===== config.mk =====
export PLATFORM = sky130hd
export DESIGN_NAME = madt_processor_entry_parser_top
export DESIGN_NICKNAME = d
export VERILOG_FILES = /design/src/rtl/mpep_pkg.sv /design/src/rtl/mpep_front.sv /design/src/rtl/mpep_queue.sv /design/src/rtl/mpep_back.sv /design/src/rtl/madt_processor_entry_parser_top.sv
export SDC_FILE = /design/constraint.sdc
export NUM_CORES = 1
export LEC_CHECK = 0
export BUFFER_PORTS_ARGS = -buffer_cell sky130_fd_sc_hd__clkbuf_2
export CAP_MARGIN = 40
export CORE_UTILIZATION = 55
export DETAILED_ROUTE_END_ITERATION = 16
export PLACE_DENSITY = 0.72
export SETUP_SLACK_MARGIN = 0.15
export SLEW_MARGIN = 30
export SYNTH_ARGS = -nofsm -noshare
export SYNTH_HDL_FRONTEND = slang
export SYNTH_SLANG_ARGS = --single-unit

===== constraint.sdc =====
create_clock -name clk_i -period 12.3 [get_ports clk_i]
set_input_delay 0.615 -clock clk_i [delete_from_list [all_inputs] [get_ports clk_i]]
set_output_delay 0.615 -clock clk_i [all_outputs]
set_load 0.01 [all_outputs]

===== src/rtl/mpep_pkg.sv =====
// shared types, constants and helpers for the madt processor entry parser
package mpep_pkg;

  localparam int unsigned QUEUE_DEPTH = 4;

  localparam logic [31:0] ENTRIES_START = 32'h0000_002c;
  localparam logic [31:0] SIG_LEN       = 32'h0000_0004;
  localparam logic [31:0] HDR_LEN       = 32'h0000_0008;
  localparam logic [31:0] MAX_POS       = 32'hffff_ffff;

  localparam logic [7:0] ENTRY_TYPE_LAPIC = 8'h00;
  localparam logic [7:0] ENTRY_MIN_LEN    = 8'h08;

  // offset of the current byte inside the entry, saturated
  localparam int unsigned OFF_W = 4;
  localparam logic [OFF_W-1:0] OFF_TYPE  = 4'd0;
  localparam logic [OFF_W-1:0] OFF_LEN   = 4'd1;
  localparam logic [OFF_W-1:0] OFF_PROC  = 4'd2;
  localparam logic [OFF_W-1:0] OFF_APIC  = 4'd3;
  localparam logic [OFF_W-1:0] OFF_FLAG0 = 4'd4;
  localparam logic [OFF_W-1:0] OFF_FLAG3 = 4'd7;
  localparam logic [OFF_W-1:0] OFF_SAT   = 4'd8;

  localparam logic KIND_REC  = 1'b0;
  localparam logic KIND_STAT = 1'b1;

  typedef enum logic [2:0] {
    ST_OK         = 3'd0,
    ST_BAD_SIG    = 3'd1,
    ST_TRUNC      = 3'd2,
    ST_BAD_SUM    = 3'd3,
    ST_ZERO_ENTRY = 3'd4
  } status_e;

  // one queue entry: an optional record followed by an optional status
  typedef struct packed {
    logic        has_rec;
    logic        has_stat;
    logic [7:0]  proc_id;
    logic [7:0]  apic_id;
    logic [31:0] flags;
    status_e     status;
  } result_t;

  function automatic logic [7:0] sig_byte(input logic [1:0] idx);
    logic [7:0] val;
    unique case (idx)
      2'd0: val = 8'h41;
      2'd1: val = 8'h50;
      2'd2: val = 8'h49;
      2'd3: val = 8'h43;
      default: val = 8'h00;
    endcase
    return val;
  endfunction

endpackage


===== src/rtl/mpep_front.sv =====
// front end: tracks table position, header, checksum and entry walk
module mpep_front (
  input  logic                  clk_i,
  input  logic                  rst_ni,
  input  logic                  accept_i,
  input  logic [7:0]            data_byte_i,
  input  logic                  last_i,
  output logic                  push_o,
  output mpep_pkg::result_t     push_data_o
);

  logic [31:0] pos_q, pos_d;
  logic [31:0] tl_q, tl_d;
  logic [7:0]  sum_q, sum_d;
  logic        sig_bad_q, sig_bad_d;
  logic [31:0] next_q, next_d;
  logic [7:0]  etype_q, etype_d;
  logic [7:0]  esize_q, esize_d;
  logic [7:0]  pid_q, pid_d;
  logic [7:0]  aid_q, aid_d;
  logic [31:0] flags_q, flags_d;
  logic        zero_q, zero_d;
  logic [mpep_pkg::OFF_W-1:0] off_q, off_d;

  logic              in_body;
  logic              rec;
  logic [32:0]       next_sum;
  mpep_pkg::status_e st;

  always_comb begin
    sig_bad_d = sig_bad_q;
    tl_d      = tl_q;
    sum_d     = sum_q;
    next_d    = next_q;
    etype_d   = etype_q;
    esize_d   = esize_q;
    pid_d     = pid_q;
    aid_d     = aid_q;
    flags_d   = flags_q;
    zero_d    = zero_q;
    rec       = 1'b0;
    next_sum  = {1'b0, pos_q} + 33'(data_byte_i - 8'd1);
    off_d     = (off_q == mpep_pkg::OFF_SAT) ? mpep_pkg::OFF_SAT : off_q + 4'd1;

    if (pos_q < mpep_pkg::SIG_LEN && data_byte_i != mpep_pkg::sig_byte(pos_q[1:0])) begin
      sig_bad_d = 1'b1;
    end
    // length field sits in bytes 4 to 7
    if (pos_q[31:2] == 30'd1) begin
      tl_d[{pos_q[1:0], 3'b000} +: 8] = data_byte_i;
    end
    if (pos_q < mpep_pkg::HDR_LEN || pos_q < tl_q) begin
      sum_d = sum_q + data_byte_i;
    end

    in_body = (pos_q >= mpep_pkg::HDR_LEN) && (pos_q < tl_q) && !zero_q;
    if (in_body) begin
      priority if (pos_q == next_q) begin
        etype_d = data_byte_i;
        off_d   = mpep_pkg::OFF_LEN;
      end else if (off_q == mpep_pkg::OFF_LEN) begin
        esize_d = data_byte_i;
        if (data_byte_i == 8'd0) begin
          zero_d = 1'b1;
        end else begin
          // entry start plus size, saturated
          next_d = next_sum[32] ? mpep_pkg::MAX_POS : next_sum[31:0];
        end
      end else if (esize_q >= mpep_pkg::ENTRY_MIN_LEN && off_q >= mpep_pkg::OFF_PROC &&
                   off_q <= mpep_pkg::OFF_FLAG3) begin
        if (off_q == mpep_pkg::OFF_PROC) begin
          pid_d = data_byte_i;
        end else if (off_q == mpep_pkg::OFF_APIC) begin
          aid_d = data_byte_i;
        end else begin
          flags_d[{off_q[1:0], 3'b000} +: 8] = data_byte_i;
        end
        if (off_q == mpep_pkg::OFF_FLAG3 && etype_q == mpep_pkg::ENTRY_TYPE_LAPIC) begin
          rec = 1'b1;
        end
      end else begin
        // remaining entry bytes carry nothing we keep
      end
    end

    pos_d = (pos_q == mpep_pkg::MAX_POS) ? pos_q : pos_q + 32'd1;

    priority if (sig_bad_d || pos_d < mpep_pkg::SIG_LEN) begin
      st = mpep_pkg::ST_BAD_SIG;
    end else if (pos_d < mpep_pkg::HDR_LEN || tl_d < mpep_pkg::HDR_LEN || pos_d < tl_d) begin
      st = mpep_pkg::ST_TRUNC;
    end else if (sum_d != 8'd0) begin
      st = mpep_pkg::ST_BAD_SUM;
    end else if (zero_d) begin
      st = mpep_pkg::ST_ZERO_ENTRY;
    end else begin
      st = mpep_pkg::ST_OK;
    end
  end

  assign push_o               = accept_i && (rec || last_i);
  assign push_data_o.has_rec  = rec;
  assign push_data_o.has_stat = last_i;
  assign push_data_o.proc_id  = pid_q;
  assign push_data_o.apic_id  = aid_q;
  assign push_data_o.flags    = flags_d;
  assign push_data_o.status   = st;

  always_ff @(posedge clk_i or negedge rst_ni) begin
    if (!rst_ni) begin
      pos_q     <= '0;
      tl_q      <= '0;
      sum_q     <= '0;
      sig_bad_q <= 1'b0;
      next_q    <= mpep_pkg::ENTRIES_START;
      etype_q   <= '0;
      esize_q   <= '0;
      pid_q     <= '0;
      aid_q     <= '0;
      flags_q   <= '0;
      zero_q    <= 1'b0;
      off_q     <= '0;
    end else if (accept_i) begin
      if (last_i) begin
        // end of table: back to the start for the next one
        pos_q     <= '0;
        tl_q      <= '0;
        sum_q     <= '0;
        sig_bad_q <= 1'b0;
        next_q    <= mpep_pkg::ENTRIES_START;
        etype_q   <= '0;
        esize_q   <= '0;
        pid_q     <= '0;
        aid_q     <= '0;
        flags_q   <= '0;
        zero_q    <= 1'b0;
        off_q     <= '0;
      end else begin
        pos_q     <= pos_d;
        tl_q      <= tl_d;
        sum_q     <= sum_d;
        sig_bad_q <= sig_bad_d;
        next_q    <= next_d;
        etype_q   <= etype_d;
        esize_q   <= esize_d;
        pid_q     <= pid_d;
        aid_q     <= aid_d;
        flags_q   <= flags_d;
        zero_q    <= zero_d;
        off_q     <= off_d;
      end
    end
  end

`ifndef NO_ASSERTIONS
  a_off_bounded: assert property (@(posedge clk_i) disable iff (!rst_ni)
    off_q <= mpep_pkg::OFF_SAT)
    else $error("entry offset out of range");
  a_zero_stops: assert property (@(posedge clk_i) disable iff (!rst_ni)
    zero_q && accept_i && !last_i |=> zero_q && $stable(next_q))
    else $error("entry walk moved after zero-length entry");
`endif

endmodule


===== src/rtl/mpep_queue.sv =====
// short result queue between the front end and the output stage
module mpep_queue #(
  parameter int unsigned Depth = mpep_pkg::QUEUE_DEPTH
) (
  input  logic              clk_i,
  input  logic              rst_ni,
  input  logic              push_i,
  input  mpep_pkg::result_t push_data_i,
  input  logic              pop_i,
  output mpep_pkg::result_t head_o,
  output logic              empty_o,
  output logic              full_o
);

  localparam int unsigned PtrW = (Depth > 1) ? $clog2(Depth) : 1;
  localparam int unsigned CntW = $clog2(Depth + 1);

  mpep_pkg::result_t mem_q [Depth];
  logic [PtrW-1:0] wr_q, rd_q;
  logic [CntW-1:0] cnt_q;

  assign empty_o = (cnt_q == '0);
  assign full_o  = (cnt_q == CntW'(Depth));
  assign head_o  = mem_q[rd_q];

  always_ff @(posedge clk_i) begin
    if (push_i) begin
      mem_q[wr_q] <= push_data_i;
    end
  end

  always_ff @(posedge clk_i or negedge rst_ni) begin
    if (!rst_ni) begin
      wr_q  <= '0;
      rd_q  <= '0;
      cnt_q <= '0;
    end else begin
      if (push_i) begin
        wr_q <= (wr_q == PtrW'(Depth - 1)) ? '0 : wr_q + 1'b1;
      end
      if (pop_i) begin
        rd_q <= (rd_q == PtrW'(Depth - 1)) ? '0 : rd_q + 1'b1;
      end
      if (push_i && !pop_i) begin
        cnt_q <= cnt_q + 1'b1;
      end else if (pop_i && !push_i) begin
        cnt_q <= cnt_q - 1'b1;
      end
    end
  end

`ifndef NO_ASSERTIONS
  a_no_overflow: assert property (@(posedge clk_i) disable iff (!rst_ni)
    !(push_i && full_o))
    else $error("push into full queue");
  a_no_underflow: assert property (@(posedge clk_i) disable iff (!rst_ni)
    !(pop_i && empty_o))
    else $error("pop from empty queue");
`endif

endmodule


===== src/rtl/mpep_back.sv =====
// output stage: sends the record and then the status of each queue entry, whichever of the two it holds
module mpep_back (
  input  logic              clk_i,
  input  logic              rst_ni,
  input  mpep_pkg::result_t head_i,
  input  logic              empty_i,
  output logic              pop_o,
  output logic              out_valid_o,
  input  logic              out_stall_i,
  output logic              kind_o,
  output logic [7:0]        acpi_processor_id_o,
  output logic [7:0]        apic_id_o,
  output logic [31:0]       entry_flags_o,
  output logic [2:0]        status_o,
  output logic              final_res_o
);

  // set once the record of a two-result entry has gone out
  logic stat_phase_q, stat_phase_d;
  logic show_stat;
  logic xfer;

  assign show_stat   = stat_phase_q || !head_i.has_rec;
  assign out_valid_o = !empty_i;
  assign xfer        = out_valid_o && !out_stall_i;

  assign kind_o              = show_stat ? mpep_pkg::KIND_STAT : mpep_pkg::KIND_REC;
  assign acpi_processor_id_o = show_stat ? 8'd0 : head_i.proc_id;
  assign apic_id_o           = show_stat ? 8'd0 : head_i.apic_id;
  assign entry_flags_o       = show_stat ? 32'd0 : head_i.flags;
  assign status_o            = show_stat ? 3'(head_i.status) : 3'(mpep_pkg::ST_OK);
  assign final_res_o         = show_stat || !head_i.has_stat;

  assign pop_o = xfer && final_res_o;

  always_comb begin
    stat_phase_d = stat_phase_q;
    if (xfer) begin
      stat_phase_d = !final_res_o;
    end
  end

  always_ff @(posedge clk_i or negedge rst_ni) begin
    if (!rst_ni) begin
      stat_phase_q <= 1'b0;
    end else begin
      stat_phase_q <= stat_phase_d;
    end
  end

`ifndef NO_ASSERTIONS
  a_phase_needs_stat: assert property (@(posedge clk_i) disable iff (!rst_ni)
    stat_phase_q |-> !empty_i && head_i.has_stat && head_i.has_rec)
    else $error("status phase without a pending status");
`endif

endmodule


===== src/rtl/madt_processor_entry_parser_top.sv =====
// top level of the madt processor entry parser
// a result is written into the result queue when the byte that causes it is taken
// throughput: one byte per cycle while not stalled; a record goes out before its status
// input stalls only while the result queue (QueueDepth entries) is full
// reset: asynchronous, active low; parser returns to table start, queue empties
// the parser also returns to table start after each byte marked last
module madt_processor_entry_parser_top #(
  parameter int unsigned QueueDepth = mpep_pkg::QUEUE_DEPTH
) (
  input  logic        clk_i,
  input  logic        rst_ni,
  input  logic        in_valid_i,
  output logic        in_stall_o,
  input  logic [7:0]  data_byte_i,
  input  logic        last_i,
  output logic        out_valid_o,
  input  logic        out_stall_i,
  output logic        kind_o,
  output logic [7:0]  acpi_processor_id_o,
  output logic [7:0]  apic_id_o,
  output logic [31:0] entry_flags_o,
  output logic [2:0]  status_o,
  output logic        final_res_o
);

  logic              accept;
  logic              push;
  logic              pop;
  logic              empty;
  logic              full;
  mpep_pkg::result_t push_data;
  mpep_pkg::result_t head;

  assign in_stall_o = full;
  assign accept     = in_valid_i && !in_stall_o;

  mpep_front u_front (
    .clk_i       (clk_i),
    .rst_ni      (rst_ni),
    .accept_i    (accept),
    .data_byte_i (data_byte_i),
    .last_i      (last_i),
    .push_o      (push),
    .push_data_o (push_data)
  );

  mpep_queue #(
    .Depth (QueueDepth)
  ) u_queue (
    .clk_i       (clk_i),
    .rst_ni      (rst_ni),
    .push_i      (push),
    .push_data_i (push_data),
    .pop_i       (pop),
    .head_o      (head),
    .empty_o     (empty),
    .full_o      (full)
  );

  mpep_back u_back (
    .clk_i               (clk_i),
    .rst_ni              (rst_ni),
    .head_i              (head),
    .empty_i             (empty),
    .pop_o               (pop),
    .out_valid_o         (out_valid_o),
    .out_stall_i         (out_stall_i),
    .kind_o              (kind_o),
    .acpi_processor_id_o (acpi_processor_id_o),
    .apic_id_o           (apic_id_o),
    .entry_flags_o       (entry_flags_o),
    .status_o            (status_o),
    .final_res_o         (final_res_o)
  );

`ifndef NO_ASSERTIONS
  a_stat_is_final: assert property (@(posedge clk_i) disable iff (!rst_ni)
    out_valid_o && kind_o == mpep_pkg::KIND_STAT |-> final_res_o)
    else $error("status transfer not marked final");
`endif

endmodule


Yosys cells after proc, flatten, opt, wreduce, memory -nomap -nowiden

Memory sizes are Yosys's and may differ from the RTL's.
Cells that the tools add are included.

Register bits after elaboration: 182
Latch bits: 0
Memory bits (writable): 212
Memory bits (read-only): 0
Input bits: 13
Output and inout port bits: 55
Logic and storage cells: 180
Memories: 1

$add $sub $neg: 11
Multipliers: 0
Divide/modulo/power cells: 0
$lt $le $gt $ge: 11
Equal/unequal tests: 19
Shifts and indexed selects: 4
Mux-type cells: 73
Bitwise operators: 0
Reduce and logical (&&, ||, !) cells: 45

Memory list:

| memory        | words | bits a word | rd ports | clocked after Yosys merged registers in | wr ports | line             | RTL |
|---|---|---|---|---|---|---|---|
| u_queue.mem_q | 4     | 53          | 1        | 0                                       | 1        | mpep_queue.sv:18 | `mpep_pkg::result_t mem_q [Depth];` |

Operator list:

| cell                   | number |
|---|---|
| $mux 32                | 18 |
| $mux 8                 | 24 |
| $lt 32x4->1 const B    | 3 |
| $bwmux 32              | 2 |
| $lt 32x3->1 const B    | 2 |
| $lt 32x32->1           | 2 |
| $shift 8x7->32 const A | 2 |
| $shiftx 8x7->32        | 2 |
| $add 32x33->33         | 1 |
| $add 32x1->32 const B  | 1 |
| $eq 32x32->1           | 1 |
| $eq 32x32->1 const B   | 1 |
| $ge 32x4->1 const B    | 1 |
| $pmux 8 s4             | 1 |
| $eq 30x1->1 const B    | 1 |
| $mux 3                 | 7 |
| $logic_not 8->1        | 2 |
| $mux 4                 | 4 |
| $mux 1                 | 15 |
| $neg 5->7              | 2 |
| $reduce_bool 2->1      | 7 |
| $logic_and 1x1->1      | 12 |
| $logic_not 1->1        | 9 |
| $sub 8x1->9 const B    | 1 |
| 27 further kinds       | 42 |

Depth between registers and ports, before layout

Gate-level depths: netlist of the first run.

Depth after elaboration: 13
Gate-level depth with buffers: 18
Gate-level depth less buffers: 16

Hierarchy

Synthesis of the first run repeated with hierarchy kept, for this count alone.

Cell total of the unflattened synthesis: 2,026
Area total of the unflattened synthesis: 22,381.5 sq um

By module, submodules not included:

| module                          | times used | cells an instance | area each (sq um) | sequential area each (sq um) |
|---|---|---|---|---|
| mpep_front                      | 1          | 1,646             | 13,802.0          | 4,282.9 |
| mpep_queue                      | 1          | 314               | 8,132.8           | 6,541.3 |
| mpep_back                       | 1          | 65                | 432.9             | 25.0 |
| madt_processor_entry_parser_top | 1          | 1                 | 13.8              | 0.0 |

Least setup slack after synthesis of the first run

Ideal clock, no wire load.

Path kind: input port to flip-flop
Start point: input port data_byte_i[1]
End point: register u_front.next_q[19]
Setup time: 127 ps
Data arrival time: 5,473 ps
Data required time: 12,173 ps
Setup slack: 6,700 ps
Stages: 17
Buffers on the path: 2
Cell sequence: clkbuf_1 > inv_1 > ha_1 > nand2_1 > or3_1 > nor3_1 > ha_1 > or2_2 > a21oi_1 > a21oi_1 > a221o_1 > a21oi_1 > o21ai_0 > xor2_1 > clkbuf_1 > a22oi_1 > nand3_1

Longest elaborated chain between the ends: 8
Elaborated cells on any way between the ends: 11
Those cells by class: add/sub: 2; eq/ne: 1; mux: 6; reduce/logical: 2

RTL lines:

| item                   | line                                  | RTL |
|---|---|---|
| start: declaration     | madt_processor_entry_parser_top.sv:14 | `input logic [7:0] data_byte_i,` |
| $sub 8x1->9            | mpep_front.sv:42                      | `next_sum = {1'b0, pos_q} + 33'(data_byte_i - 8'd1);` |
| $add 32x33->33         | mpep_front.sv:42                      |  |
| $mux 32                | mpep_front.sv:67                      | `next_d = next_sum[32] ? mpep_pkg::MAX_POS : next_sum[31:0];` |
| $mux 32                | mpep_front.sv:63                      | `if (data_byte_i == 8'd0) begin` |
| $mux 32                | mpep_front.sv:61                      | `end else if (off_q == mpep_pkg::OFF_LEN) begin` |
| $mux 32                | mpep_front.sv:58                      | `priority if (pos_q == next_q) begin` |
| $mux 32                | mpep_front.sv:57                      | `if (in_body) begin` |
| $mux 32                | mpep_front.sv:124                     | `if (last_i) begin` |
| end signal: assignment | mpep_front.sv:115                     | `next_q <= mpep_pkg::ENTRIES_START;` |
| end signal: assignment | mpep_front.sv:130                     | `next_q <= mpep_pkg::ENTRIES_START;` |
| end signal: assignment | mpep_front.sv:143                     | `next_q <= next_d;` |
| end: declaration       | mpep_front.sv:16                      | `logic [31:0] next_q, next_d;` |

Several ways; a longest one is shown, not always the timed one. The select of a mux whose other input is x is not followed.
A chain may end at the register's enable or synchronous reset.

==> results of run 1 <==
[routing by layer]
| metal | track usage (%) | routed length (um) | up-vias |
|---|---|---|---|
| li1 | - | - | 7157 |
| met5 | 0 | 0 | - |
| met4 | 12.4 | 2350 | 0 |
| met3 | 5.03 | 3750 | 149 |
| met1 | 37.8 | 23500 | 7804 |
| met2 | 47.3 | 27600 | 642 |
[state kept, by name, summed over array words and instances (netlist names), 2 cells and up]
signal           count
u_front.aid_q        8
u_front.pid_q        8
u_queue.cnt_q        3
u_front.tl_q        32
u_front.pos_q       32
u_front.etype_q      8
u_front.next_q      32
u_queue.rd_q         2
u_front.sum_q        8
u_front.esize_q      5
u_queue.wr_q         2
u_front.flags_q     32
u_front.off_q        4
u_queue.mem_q      212
[layout by cell type, fill, tap and decap left out, types with 12 or more instances in the layout]
cell type                   netlist  routed
sky130_fd_sc_hd__a21oi_1         86      86
sky130_fd_sc_hd__and3_1          13      13
sky130_fd_sc_hd__mux2_2          58      58
sky130_fd_sc_hd__o22ai_1         44      44
sky130_fd_sc_hd__clkbuf_2         0      66
sky130_fd_sc_hd__a21o_1          24      24
sky130_fd_sc_hd__xnor2_1         45      45
sky130_fd_sc_hd__ha_1           122     122
sky130_fd_sc_hd__a22o_1          38      38
sky130_fd_sc_hd__and4_1          14      14
sky130_fd_sc_hd__nor3_1          39      38
sky130_fd_sc_hd__nand3_1         38      38
sky130_fd_sc_hd__xor2_1          55      54
sky130_fd_sc_hd__dfrtp_1        176     174
sky130_fd_sc_hd__nor2b_1         64      63
sky130_fd_sc_hd__inv_1           80      80
sky130_fd_sc_hd__nand2_1        140     140
sky130_fd_sc_hd__mux4_2          53      53
sky130_fd_sc_hd__o21a_1          12      12
sky130_fd_sc_hd__edfxtp_1       212     212
sky130_fd_sc_hd__clkbuf_16        0      43
sky130_fd_sc_hd__a32o_1          24      24
sky130_fd_sc_hd__nor4_1          27      27
sky130_fd_sc_hd__nor2_1         115     115
sky130_fd_sc_hd__buf_4            7      24
sky130_fd_sc_hd__nand4_1         40      40
sky130_fd_sc_hd__o21ai_0        101     101
sky130_fd_sc_hd__a31oi_1         24      23
[kinds of logic after synthesis]
| group | count (synthesis) | synth area share, % |
|---|---|---|
| AO/OA/AOI/OAI | 421 | 13.0 |
| buffers and inverters | 189 | 3.55 |
| XOR/XNOR | 101 | 4.17 |
| flip-flops | 391 | 50.2 |
| AND/OR/NAND/NOR | 540 | 12.9 |
| multiplexers | 116 | 8.78 |
| adder cells (fa/ha/maj) | 125 | 7.35 |
[per-stage QoR]
stage                     utilization, %  cells  total power [mW]  instance area [um^2]  hold WS, ns
after global placement              57.8   2381              3.20                 22300        0.469
after detailed placement            58.1   2387              3.26                 22400        0.480
after CTS                           61.8   2465              4.57                 23900      0.00810
after global routing                62.1   2471              4.79                 24000       0.0237
final                               62.1   2471              4.56                 24000     0.000261
after floorplan                        -   1883              2.77                 21600        0.319
[synth_stat cells, drive strengths merged, types with 10 or more instances]
master / instances
xor2: 55
dfrtp: 176
xnor2: 45
edfxtp: 212
a21o: 24
buf: 34
and4: 14
and2: 10
nor4: 29
o21a: 12
a21oi: 88
nand4: 40
o21ai: 101
o22ai: 44
nand2: 140
nor2: 116
nand3: 38
and3: 13
ha: 122
a22o: 38
mux2: 58
a31oi: 24
a32o: 24
mux4: 53
inv: 80
nor3: 40
nor2b: 64
clkbuf: 74
[area by class of cell]
cell class | instances | area [um^2]
Fill cell | 3016 | 14600
Clock buffer | 52 | 1120
Timing Repair Buffer | 100 | 733
Sequential cell | 391 | 10900
Tap cell | 518 | 648
Inverter | 81 | 304
Clock inverter | 26 | 315
Multi-Input combinational cell | 1303 | 10000
[critical path, cell delays in order (launching register included)]
cell                        delay, ns
sky130_fd_sc_hd__dfrtp_1         0.56
sky130_fd_sc_hd__ha_1            0.36
sky130_fd_sc_hd__and4_1          0.24
sky130_fd_sc_hd__and4_1          0.25
sky130_fd_sc_hd__a31oi_2         0.64
sky130_fd_sc_hd__and4_1          0.36
sky130_fd_sc_hd__nand3_1         0.12
sky130_fd_sc_hd__xnor2_1         0.21
sky130_fd_sc_hd__ha_1            0.34
sky130_fd_sc_hd__nand4_1         0.13
sky130_fd_sc_hd__nor2_1          0.11
sky130_fd_sc_hd__nand3_1         0.10
sky130_fd_sc_hd__nor3_1          0.26
sky130_fd_sc_hd__or3b_2          0.46
sky130_fd_sc_hd__o21ai_0         0.44
sky130_fd_sc_hd__o2111ai_1       0.19
sky130_fd_sc_hd__nor3_1          0.39
[worst paths after layout]
kind	start	endpoint	slack, ns
worst max-delay path	u_front.pos_q[0]	u_queue.mem_q[3][2]	6.89
worst min-delay path	rst_ni	u_front.next_q[21]	0.0003
worst max register to register	u_front.pos_q[0]	u_queue.mem_q[3][2]	6.89
worst min register to register	u_queue.cnt_q[2]	u_queue.cnt_q[2]	0.49
max in group asynchronous	rst_ni	u_front.flags_q[7]	10.84
min in group clk_i	out_stall_i	u_back.stat_phase_q	0.28
[power breakdown]
group | total [mW] | internal (mW) | leakage [nW] | switching (mW)
registers | 1.76 | 1.59 | 4.40 | 0.169
logic | 1.50 | 0.641 | 4.69 | 0.860
clock network | 1.31 | 0.779 | 0.705 | 0.528
==> insert_results.sql, run 1 <==
INSERT INTO impl_metrics (metric_group, metric, value, unit) VALUES
('floorplan', 'row_count', '72', ''),
('timing', 'setup_viol', '0', ''),
('placed_design', 'gp_congestion', '0.984', ''),
('synth', 'synth.distinct_cells', '71', ''),
('synth', 'synthCells', '1883', ''),
('grt', 'antenna_found_initial', '0', ''),
('critical_path', 'required', '12.61', 'ns'),
('placed_design', 'place.port_buffers', '67', ''),
('power_and_ir_drop', 'irDropWorstVdd', '0.113', 'mV'),
('clock_network', 'cts_made_buffers', '42', ''),
('grt', 'grt_pass1_wl', '90.1', 'mm'),
('detailed_routing', 'drt_iter0_markers', '1508', ''),
('grt', 'grt_start_max_net_pins', '62', ''),
('grt', 'first_global_vias', '15926', ''),
('critical_path', 'worstRegToRegCells', '16', ''),
('placed_design', 'dp_slack', '7.04', 'ns'),
('synth', 'netlist_area', '0.0216', 'mm^2'),
('final_layout', 'num-nets-final', '2057', ''),
('critical_path', 'cp_max_fo', '15', ''),
('power_and_ir_drop', 'p_leak', '9.79', 'nW'),
('clock_network', 'postCtsResizedCells', '0', ''),
('critical_path', 'timing.setup.critical_path_class', 'flop to flop', ''),
('clock_network', 'cts_tree', 'done', ''),
('timing', 'clock_skew', '0.0195', 'ns'),
('synth', 'synth_area_leader_cell', 'sky130_fd_sc_hd__edfxtp_1', ''),
('timing', 'period_minus_slack', '5.41', 'ns'),
('timing', 'worst_slack', '6.89', 'ns'),
('critical_path', 'worstPathArrival', '5.72', 'ns'),
('critical_path', 'timing.critical_path.from_type', 'flop', ''),
('placed_design', 'detailedPlacementHpwl', '38.3', 'mm'),
('synth', 'synth-warning-count', '0', ''),
('grt', 'grt_overflow', '0', ''),
('synth', 'synth_nets', '2021', ''),
('timing', 'setup_total_negative_slack', '0', 'ns'),
('timing', 'timing.fmax', '0.185', 'GHz'),
('synth', 'post_synth_main_area_contributors', 'sky130_fd_sc_hd__edfxtp_1, sky130_fd_sc_hd__dfrtp_1, sky130_fd_sc_hd__ha_1', ''),
('floorplan', 'fp.coreArea', '0.0386', 'mm^2'),
('synth', 'ys.flop_type', 'sky130_fd_sc_hd__edfxtp_1', ''),
('clock_network', 'cts_buffer_depth', '3', ''),
('timing', 'max_slew.worst_pin.slew', '0.877', 'ns'),
('detailed_routing', 'vias_cell', '6.37', ''),
('floorplan', 'die_span_x', '200', 'um'),
('timing', 'timing.max_slew.rel_slack', '41.4', '%'),
('detailed_routing', 'routed_wl', '57.3', 'mm'),
('clock_network', 'clk_pin_slew_worst_paths', '0.06', 'ns'),
('grt', 'grt_util_all_layers', '28.8', '%'),
('final_layout', 'antenna_cells', '0', ''),
('floorplan', 'die_height', '200', 'um'),
('critical_path', 'setup.worst_path.end_class', 'flop', ''),
('detailed_routing', 'drt-wirelength-per-cell', '23.2', 'um'),
('timing', 'setup_repair_after_global_routing_missed_its_margin', 'false', ''),
('final_layout', 'flow.area_growth_from_synthesis', '11.1', '%'),
('clock_network', 'cts.sink_count', '391', ''),
('synth', 'asyncSetResetFlopFracSynth', '45.8', '%'),
('detailed_routing', 'vias', '15752', ''),
('outcome', 'outcome', 'complete, no violations', ''),
('floorplan', 'start_util', '55.9', '%'),
('synth', 'post_synth.cell_area_avg', '11.5', 'um^2'),
('clock_network', 'holdBufCountCts', '0', ''),
('final_layout', 'drive_above_1_share', '15.9', '%'),
('clock_network', 'htreeDepth', '2', ''),
('power_and_ir_drop', 'power.density_cell_area', '190', 'mW/mm^2'),
('clock_network', 'clkLatencyLatePin', '0.56', 'ns'),
('synth', 'synth_seq_area_share', '50.2', '%'),
('floorplan', 'floorplan.io_pins', '68', ''),
('clock_network', 'post_cts.repair.setup_buffers', '0', ''),
('clock_network', 'clock-root-buffer', 'sky130_fd_sc_hd__clkbuf_16', ''),
('job', 'maxCapViolCount', '0', ''),
('min_path', 'hold_path.class', 'input port to asynchronous set/reset pin', ''),
('timing', 'slew_violations', '0', ''),
('timing', 'layout_worst_path_cycle_share', '44.0', '%'),
('detailed_routing', 'ant_nets', '0', ''),
('synth', 'synth-seq-cells', '391', ''),
('detailed_routing', 'pre_antenna_drt_iters', '6', ''),
('floorplan', 'floorplan.die_area', '0.0401', 'mm^2'),
('timing', 'finalHoldViolations', '0', ''),
('synth', 'synthDominantCellAreaShare', '29.5', '%'),
('synth', 'synth_enable_flop_cells', '212', ''),
('detailed_routing', 'drc', '0', '');
No activity file was read; power rests on OpenSTA's default activity.
==> run 2, diff against run 1 <==
==> constraint.sdc (replaced) <==
create_clock -name clk_i -period 5.05 [get_ports clk_i]
set_input_delay 0.2525 -clock clk_i [delete_from_list [all_inputs] [get_ports clk_i]]
set_output_delay 0.2525 -clock clk_i [all_outputs]
set_load 0.01 [all_outputs]
==> run 2 against run 1 <==
Effect of this change:
- hold slack gained 0.17 ns
- clock skew up 0.019 ns
- largest cell class unchanged
- critical path type unchanged
- flip-flop and latch count unchanged
- global-route usage up 1.0 points
- register-to-register slack lost 6.6 ns
==> insert_results.sql, run 2 (synthesis results as in run 1) <==
INSERT INTO impl_metrics (metric_group, metric, value, unit) VALUES
('final_layout', 'final_core_occ', '63.4', '%'),
('placed_design', 'place.port_buffers', '67', ''),
('timing', 'slew_violations', '0', ''),
('final_layout', 'flow.area_growth_from_synthesis', '13.4', '%'),
('critical_path', 'setup.worst_path.end_class', 'flop', ''),
('power_and_ir_drop', 'power.share.clock', '27.4', '%'),
('placed_design', 'placement.cell_area', '0.0231', 'mm^2'),
('final_layout', 'most-common-layout-cells', 'sky130_fd_sc_hd__edfxtp_1, sky130_fd_sc_hd__dfrtp_1, sky130_fd_sc_hd__nand2_1', ''),
('final_layout', 'drive_above_1_share', '19.1', '%'),
('detailed_routing', 'vias_cell', '6.34', ''),
('timing', 'clock_skew', '0.0381', 'ns'),
('floorplan', 'die_span_x', '200', 'um'),
('critical_path', 'crit_path_top_delay_cell', 'sky130_fd_sc_hd__dfrtp_1', ''),
('critical_path', 'critical_path.reg2reg.endpoint', 'u_queue.mem_q[1][1]', ''),
('timing', 'worst_hold_slack', '0.174', 'ns'),
('critical_path', 'cp_max_fo', '12', ''),
('final_layout', 'mostFrequentLayoutCell', 'sky130_fd_sc_hd__edfxtp_1', ''),
('clock_network', 'clk_pin_slew_worst_paths', '0.07', 'ns'),
('detailed_routing', 'routed_wl', '59.1', 'mm'),
('detailed_routing', 'vias', '16132', ''),
('critical_path', 'required', '5.42', 'ns'),
('detailed_routing', 'ant_nets', '0', ''),
('placed_design', 'gp_congestion', '0.988', ''),
('grt', 'first_global_vias', '16300', ''),
('clock_network', 'cts.sink_count', '391', ''),
('critical_path', 'crit-reg2reg-launch', 'u_front.pos_q[10]', ''),
('floorplan', 'start_util', '55.9', '%'),
('critical_path', 'cp_cell_sequence', 'nor4_1, nand4_1, nor3_2, buf_4, mux2_2, ha_1, a21o_1, a21oi_1, o211ai_1, o2111ai_1, o2111ai_1, a2111oi_0, o21ai_1, buf_4, o2111ai_1, nor2b_1', ''),
('floorplan', 'fp.coreArea', '0.0386', 'mm^2'),
('floorplan', 'row_count', '72', ''),
('critical_path', 'worstPathArrival', '5.09', 'ns'),
('power_and_ir_drop', 'irDropWorstVdd', '0.255', 'mV'),
('timing', 'layout_worst_path_cycle_share', '93.5', '%'),
('final_layout', 'ff_latch_area', '0.0109', 'mm^2'),
('placed_design', 'numPlacedInstances', '2465', ''),
('final_layout', 'regMostFlops', 'u_queue.mem_q', ''),
('final_layout', 'post_layout_nonfiller_instances', '2543', ''),
('outcome', 'outcome', 'complete, no violations', ''),
('timing', 'worst_slack', '0.330', 'ns'),
('timing', 'setup_total_negative_slack', '0', 'ns'),
('power_and_ir_drop', 'design_power_total', '11.1', 'mW'),
('critical_path', 'critical_path.startpoint', 'u_front.pos_q[10]', ''),
('timing', 'finalHoldViolations', '0', ''),
('final_layout', 'multi_input_logic_area', '0.0101', 'mm^2'),
('power_and_ir_drop', 'power_switching', '3.82', 'mW'),
('floorplan', 'floorplan.die_area', '0.0401', 'mm^2'),
('timing', 'timing.max_slew.rel_slack', '39.3', '%'),
('power_and_ir_drop', 'p_leak', '10.1', 'nW'),
('final_layout', 'max_ffs_per_register', '212', ''),
('critical_path', 'worstRegToRegCells', '16', ''),
('grt', 'grt_overflow', '0', ''),
('placed_design', 'detailedPlacementHpwl', '41.5', 'mm'),
('critical_path', 'timing.critical_path.slowest_cell_delay', '0.50', 'ns'),
('timing', 'period_minus_slack', '4.72', 'ns'),
('critical_path', 'critical_path.most_common_cell', 'sky130_fd_sc_hd__o2111ai_1', ''),
('grt', 'grt_pass1_wl', '93.0', 'mm'),
('grt', 'antenna_found_initial', '0', ''),
('final_layout', 'layout.filler_cells', '2963', ''),
('timing', 'setup_viol', '0', ''),
('placed_design', 'dp_slack', '0.316', 'ns'),
('final_layout', 'final_area', '0.0245', 'mm^2'),
('detailed_routing', 'pre_antenna_drt_iters', '6', ''),
('power_and_ir_drop', 'intPower', '7.29', 'mW'),
('timing', 'timing.fmax', '0.212', 'GHz'),
('critical_path', 'timing.critical_path.from_type', 'flop', ''),
('clock_network', 'clock-root-buffer', 'sky130_fd_sc_hd__clkbuf_16', ''),
('clock_network', 'clkLatencyLatePin', '0.58', 'ns'),
('grt', 'grt_start_max_net_pins', '74', ''),
('critical_path', 'timing.setup.critical_path_class', 'flop to flop', ''),
('detailed_routing', 'drt-wirelength-per-cell', '23.2', 'um'),
('floorplan', 'floorplan.io_pins', '68', ''),
('clock_network', 'cts_buffer_depth', '3', ''),
('power_and_ir_drop', 'seq_power_share', '37.7', '%'),
('power_and_ir_drop', 'share_comb_of_total_power', '34.8', '%'),
('job', 'maxCapViolCount', '0', ''),
('final_layout', 'num-nets-final', '2130', ''),
('detailed_routing', 'drt_iter0_markers', '1476', ''),
('detailed_routing', 'drc', '0', ''),
('timing', 'setup_repair_after_global_routing_missed_its_margin', 'false', ''),
('clock_network', 'htreeDepth', '2', ''),
('clock_network', 'cts_made_buffers', '41', ''),
('critical_path', 'reg2reg_slack', '0.33', 'ns'),
('floorplan', 'die_height', '200', 'um'),
('power_and_ir_drop', 'sw_frac_of_total', '34.4', '%'),
('power_and_ir_drop', 'power.density_cell_area', '453', 'mW/mm^2'),
('min_path', 'hold_path.class', 'input port to asynchronous set/reset pin', ''),
('critical_path', 'crit_path_end', 'u_queue.mem_q[1][1]', ''),
('clock_network', 'cts_tree', 'done', ''),
('grt', 'grt_util_all_layers', '29.8', '%'),
('timing', 'max_slew.worst_pin.slew', '0.900', 'ns');
-- run 2: cell count changes in the layout (fill, tap and decap cells not counted), sizes merged --
cell	before	now
clkbuf	119	123
bufinv	6	4
clkinvlp	0	4
diode	0	1
clkinv	20	9
inv	81	83
buf	33	105
dlygate4sd3	0	2
-- run 2: worst min-delay path by stage --
stage,to,slack [ns],cells after the start
2_1_floorplan,u_back.stat_phase_q,-0.04,0
3_3_place_gp,u_queue.cnt_q[2],0.47,1
3_5_place_dp,u_front.next_q[23],0.22,1
4_1_cts,u_front.pos_q[15],0.17,2
5_1_grt,u_front.pos_q[15],0.19,2
6_report,u_front.pos_q[15],0.17,2
-- run 2: layer usage --
metal | share of wire, % | routed length (um) | GRT usage, % | vias to the layer above
met2 | 49 | 28800 | 50.2 | 703
met3 | 6.4 | 3760 | 4.88 | 190
li1 | - | - | - | 7278
met5 | 0 | 0 | 0 | -
met1 | 40 | 23500 | 37.8 | 7961
met4 | 5.0 | 2970 | 14.1 | 0
-- run 2: final cells by class --
cell class,instances,area share [%]
well taps,518,2.65
repair buffers,174,5.29
clock inverters,19,0.924
multi-input cells,1303,41.0
flip-flops and latches,391,44.3
diodes,1,0.0102
clock buffers,56,4.54
inverters,81,1.24
-- run 2: timing repair --
action | CTS | global route
hold buffers | 2 | 0
buffers inserted | 0 | 0
resized for setup | 0 | 8
setup endpoints to repair | 0 | 8
hold endpoints to repair | 41 | 0
-- run 2: power by group through the flow --
stage                     Sequential, mW  Clock (mW)  Combinational (mW)
after global placement              4.21           0                3.74
after floorplan                     4.11           0                2.64
after CTS                           4.18        3.09                3.86
after detailed placement            4.24           0                3.85
after global routing                4.24        3.21                4.19
final                               4.19        3.05                3.87
-- run 2: worst max-delay path: cells and delay by family, from the launching register on --
| kind | cells | cell delay (ns) |
|---|---|---|
| buf+inv | 2 | 0.40 |
| fa+ha+maj | 1 | 0.31 |
| mux | 1 | 0.38 |
| flops | 1 | 0.50 |
| simple gates | 4 | 1.31 |
| compound gates | 8 | 1.62 |
